$ cat src/rtl/fpdc_pkg.sv
// Shared types, constants and divider tables for the fractional PLL divider calculator.
`timescale 1ns / 1ps
`default_nettype none

package fpdc_pkg;

	// Configuration register indexes
	localparam int unsigned REG_VCO_MIN = 0;
	localparam int unsigned REG_REF     = 1;

	// Divider table
	localparam int unsigned TABLE_ENTRIES  = 24;
	localparam int unsigned DIV_TABLE_SIZE = 24;
	localparam int unsigned N_USED = (DIV_TABLE_SIZE > TABLE_ENTRIES) ? TABLE_ENTRIES :
		((DIV_TABLE_SIZE < 1) ? 1 : DIV_TABLE_SIZE);

	localparam logic [6:0] DIV_TAB [TABLE_ENTRIES] = '{
		7'd1, 7'd2, 7'd3, 7'd4, 7'd5, 7'd6, 7'd7, 7'd8, 7'd9, 7'd10,
		7'd12, 7'd14, 7'd15, 7'd16, 7'd20, 7'd21, 7'd24,
		7'd25, 7'd30, 7'd36, 7'd42, 7'd49, 7'd56, 7'd64
	};
	// Post divider codes (divider value minus one)
	localparam logic [2:0] PD1_CODE [TABLE_ENTRIES] = '{
		3'd0, 3'd1, 3'd2, 3'd3, 3'd4, 3'd5, 3'd6, 3'd3, 3'd2, 3'd4, 3'd3,
		3'd6, 3'd4, 3'd3, 3'd4, 3'd6, 3'd5, 3'd4, 3'd5, 3'd5, 3'd6, 3'd6, 3'd7, 3'd7
	};
	localparam logic [2:0] PD2_CODE [TABLE_ENTRIES] = '{
		3'd0, 3'd0, 3'd0, 3'd0, 3'd0, 3'd0, 3'd0, 3'd1, 3'd2, 3'd1, 3'd2,
		3'd1, 3'd2, 3'd3, 3'd3, 3'd2, 3'd3, 3'd4, 3'd4, 3'd5, 3'd5, 3'd6, 3'd6, 3'd7
	};
	localparam logic [6:0] TAB_LAST = DIV_TAB[N_USED-1];

	// VCO ceiling used to pick K
	localparam logic [28:0] VCO_CEIL = 29'd300000000;

	localparam logic [1:0] REF_DIV_OK  = 2'd2;
	localparam logic [1:0] EXTRA_DIV_1 = 2'd1;
	localparam logic [1:0] EXTRA_DIV_2 = 2'd2;

	// Per-item side information carried down the pipeline
	typedef struct packed {
		logic [30:0] eclk;
		logic [1:0]  extra_div;
		logic [2:0]  pd1;
		logic [2:0]  pd2;
		logic        found;
		logic        zerr;
	} side_t;

	// Side information through the K divider
	typedef struct packed {
		side_t       side;
		logic [62:0] vco;
		logic        big;
	} kpay_t;

endpackage

`default_nettype wire

$ cat src/rtl/fpdc_regs.sv
// APB configuration registers: minimum VCO frequency and reference frequency.
`timescale 1ns / 1ps
`default_nettype none

module fpdc_regs
	import fpdc_pkg::*;
(
	input  wire logic        clk,
	input  wire logic        arst_n,
	input  wire logic        psel,
	input  wire logic        penable,
	input  wire logic        pwrite,
	input  wire logic [2:0]  paddr,
	input  wire logic [31:0] pwdata,
	output logic [31:0]      prdata,
	output logic             pready,
	output logic [31:0]      vco_min_q,
	output logic [31:0]      ref_q
);

	logic [0:0] idx;

	assign idx    = paddr[2:2];
	assign pready = 1'b1;

	// Write on the access phase
	always_ff @(posedge clk or negedge arst_n) begin
		if (!arst_n) begin
			vco_min_q <= 32'd630000000;
			ref_q     <= 32'd38400000;
		end else if (psel && penable && pwrite) begin
			case (idx)
				1'(REG_VCO_MIN): vco_min_q <= pwdata;
				1'(REG_REF):     ref_q     <= pwdata;
				default:         ;
			endcase
		end
	end

	// Read back
	always_comb begin
		case (idx)
			1'(REG_VCO_MIN): prdata = vco_min_q;
			1'(REG_REF):     prdata = ref_q;
			default:         prdata = '0;
		endcase
	end

endmodule

`default_nettype wire

$ cat config.mk
export PLATFORM = sky130hd
export DESIGN_NAME = fpdc_regs
export DESIGN_NICKNAME = d
export VERILOG_FILES = /design/src/rtl/fpdc_pkg.sv /design/src/rtl/fpdc_regs.sv
export SDC_FILE = /design/constraint.sdc
export NUM_CORES = 1
export LEC_CHECK = 0
export ABC_AREA = 1
export ABC_CLOCK_PERIOD_IN_PS = 2200
export BUFFER_PORTS_ARGS = -buffer_cell sky130_fd_sc_hd__buf_2
export CAP_MARGIN = 20
export CORE_MARGIN = 2
export CORE_UTILIZATION = 51
export CTS_CLUSTER_SIZE = 10
export DETAILED_ROUTE_END_ITERATION = 7
export MAX_ROUTING_LAYER = met4
export PLACE_DENSITY_LB_ADDON = 0.3
export SYNTH_ARGS = -nofsm -noshare
export SYNTH_HDL_FRONTEND = slang
export SYNTH_SLANG_ARGS = --single-unit
$ cat constraint.sdc
create_clock -name clk -period 2.2 [get_ports clk]
set_clock_uncertainty 0.15 [all_clocks]
set_input_delay 0.33 -clock clk [delete_from_list [all_inputs] [get_ports clk]]
set_output_delay 0.33 -clock clk [all_outputs]
set_load 0.005 [all_outputs]
Yosys cells after proc, flatten, opt, wreduce, memory -nomap -nowiden --
Cells that the tools add are included.
Word-level totals: register bits 64, input bits 40, output and inout port bits 97, word-level logic and storage cells 8
Operators by class: multiplexer cells 1, bitwise operators 1, reduce and logical (&&, ||, !) cells 4
Operators with widths (number):
- one-hot mux 32 bit (2 select lines) | 1
- AND reduction 2 bit | 2
- logical AND 1 bit | 2
- NOT 1 bit | 1

Depth between registers and ports, before layout --
word-level depth 3, depth in mapped cells 5, depth with buffers taken out 4

Least setup slack after synthesis --
OpenSTA, ideal clock, no wires.
kind in2out, from in paddr[2], to out prdata[0], arrival 0.879 ns, required time 1.720 ns, slack 0.841 ns, cell stages on the path 5, buffers on the path 2, path through inv_1 > buf_2 > buf_2 > nand2_1 > nand2_1
On the way: word-level cells in the longest chain between the ends 2
RTL lines:
- start: declaration | RTL line fpdc_regs.sv:13 | input wire logic [2:0] paddr,
- NOT 1 bit (no line)
- one-hot mux 32 bit (2 select lines) (*) | RTL line fpdc_regs.sv:42 | case (idx)
- end: declaration | RTL line fpdc_regs.sv:15 | output logic [31:0] prdata,
Every way passes the cells marked *; elsewhere a longest branch is shown, timed or not.

Final worst setup path --
from in paddr[2], to out prdata[20]
Same word-level chain as after synthesis.

==> results.md <==
- Status: complete, no violations
- Postcts setup bufs: 0
- Crit path buf inv count: 4
- Final Hold Viols: 0
- Clk slew on worst S/H paths: 0.07 ns
- Port Buffer Count: roughly 130
- Initial antenna violation count: 0
- IO Count: between 100 and 150
- Syn_area_per_cell: 7.877 um^2
- Crit end category: output pin
- H-tree levels: 3
- Fin crit share: between 70% and 80%
- Total track usage: 24.15%
- Lkg Pwr: ~2.3 nW
- Longest Clk Path Bufs: 2
- Minimum hold slack: 0.07913 ns
- Reg2reg start: ref_q[25]$_DFFE_PN1P_
- Placer congestion estimate: just under 0.8
- Critical Path RT: roughly 1.7 ns
- Pwr dens: just under 900 nW/um^2
- Register area share after synthesis: between 50% and 60%
- Hold Path Depth: 3
- Synth Warn #: 0
- Core Rows: 28
- RR Endpoint: ref_q[25]$_DFFE_PN1P_
- Area growth, synth to finish: 28.44%
- Die ar.: approximately 6600 um^2
- WP data arrival: about 1.1 ns
- Fin Setup TNS: 0 ns
- Worst skew pair latency: roughly 0.32 ns
- Hold endpoint: vco_min_q[8]$_DFFE_PN1P_
- Post-DR wirelength/cell: about 13 um
- Synth Cell Area: 3040 um^2
- Final net count: around 560
- Crit Path Category: in -> out
- Final setup fails: 0
- Synth Net Count: 426
- Post-Synthesis Cells: slightly below 400
- Pin count of the biggest net entering global routing: 65
- Cts repair resizes: 0
- Detail Route Antenna Nets: 0
- Cts hold-fix bufs: 1
- Clock root buffer: clkbuf_8
- Detailed Route WL: roughly 7500 um
- Via Count: approximately 3.0k
- Slowest CP cell: buf_4
- Tmin final: roughly 1.6 ns
- Max-slew violations: 0
- Share of layout cells above drive strength 1: a little over a third
- Worst reg-to-reg path cell count: 2
- RSZ-0062 raised after global routing: false
- CTS tree: yes
- R2r setup slk: 1.32 ns
- CP cell instances: buf_2 > inv_2 > buf_4 > nand2_1 > nand2_1 > buf_2
- Max Clk Rate: ~630 MHz
- Hold Crit Class: in -> reg
- CTS Buf Count: 9
- Clock sinks: 64
- Total gr overflow: 0
- Synth Register Bits: between 60 and 70
- Number of global-route vias before repair: around 2.6k
- Via density: between 4 and 5
- Critical path's top delay family: buffers and inverters
- Die H: just over 80 um
- Worst-path fanout max: 33
- Ant. Diodes: 0
- Synth unique cells: 14
- Final HPWL DP: approximately 5100 um
- CORE AREA: roughly 6000 um^2
- Die width: just over 80 um
- Startpoint types: primary input
- DRC errors left: 0
- DRT iter0 DRCs: between 100 and 150
- Max cap viols: 0
- Max VDD drop: 0.5759 mV
- First-pass GRT wire length: about 12000 um
- Hold wc startpoint: pwdata[8]
- Initial Util: around half
- CP max stage delay: about 0.31 ns
- DR pass1 iterations: 4
[flip-flops by register name, indices dropped and copies added, names as in the netlist]
register,cells
vco_min_q,32
ref_q,32
[cell families after synthesis]
kind of cell	after synthesis	synth area share (%)
buf+inv	29	7.284
flops	64	53.42
simple gates	292	39.18
other cells	1	0.1233
[worst register-to-register path, cell delays in order (launching register included)]
cell and delay [ns]:
dfstp_2 0.55, nand2_1 0.06, nand2_1 0.07
[Yosys cell counts, drive strengths merged]
cell type / count / share of area, %
inv: 2 / 0.25
clkbuf: 4 / 0.49
dfrtp: 46 / 38
nand3: 64 / 11
nand4: 2 / 0.41
buf: 23 / 6.5
conb: 1 / 0.12
nand2: 225 / 28
dfstp: 18 / 16
nor2: 1 / 0.37
[power breakdown]
part | internal, mW | leakage, nW | switching [mW]
clock network | 0.583 | 0.103 | 0.421
logic | 0.386 | 1.48 | 0.412
registers | 1.45 | 0.767 | 0.174
total | 2.41 | 2.35 | 1.01
[cell usage in the layout (no fill, tap or decap)]
| cell | count |
|---|---|
| bufinv_16 | 1 |
| clkbuf_8 | 11 |
| dlygate4sd3_1 | 1 |
| dfrtp_1 | 46 |
| inv_2 | 2 |
| buf_4 | 12 |
| buf_12 | 1 |
| nand3_1 | 64 |
| nand4_1 | 2 |
| clkinv_2 | 2 |
| nand2_1 | 224 |
| buf_2 | 133 |
| dfstp_2 | 18 |
| nand2_2 | 1 |
| clkbuf_1 | 2 |
| conb_1 | 1 |
| nor2_4 | 1 |
[per-stage QoR]
stage          cell area [um^2]  utilization (%)  power, mW  instances  setup slack, ns
4_1_cts                    3905            66.75      3.459        597           0.5960
5_1_grt                    3905            66.75      3.658        597           0.5296
6_report                   3905            66.75      3.421        597           0.6059
3_3_place_gp               3696            63.17      2.414        580           0.5726
3_5_place_dp               3696            63.17      2.448        580           0.5451
2_1_floorplan              3040                -      1.994        386           0.8411
[worst max path at each step]
stage / start / end / slack (ns) / cells after the start
5_1_grt: paddr[2] / prdata[28] / 0.53 / 6
6_report: paddr[2] / prdata[20] / 0.61 / 6
2_1_floorplan: paddr[2] / prdata[0] / 0.84 / 5
4_1_cts: vco_min_q[23]$_DFFE_PN1P_ / prdata[23] / 0.60 / 3
3_5_place_dp: paddr[2] / vco_min_q[1]$_DFFE_PN0P_ / 0.55 / 7
3_3_place_gp: paddr[2] / vco_min_q[30]$_DFFE_PN0P_ / 0.57 / 7
[layer usage]
layer | track usage [%] | vias up | part of all wire (%)
met1 | 30.17 | 1386 | 43
li1 | - | 1469 | -
met2 | 39.17 | 93 | 50
met5 | - | - | 0
met4 | 6.780 | 0 | 0.45
met3 | 6.111 | 4 | 5.9
[cell type report]
type,count,area [um^2]
fill,535,1946
clock inverter,3,40.04
multi-input combinational,293,1195
timing repair buffer,147,785.8
inverter,2,7.507
tap,75,93.84
clock buffer,13,158.9
sequential,64,1624
Power figures use the tool's default switching activity.
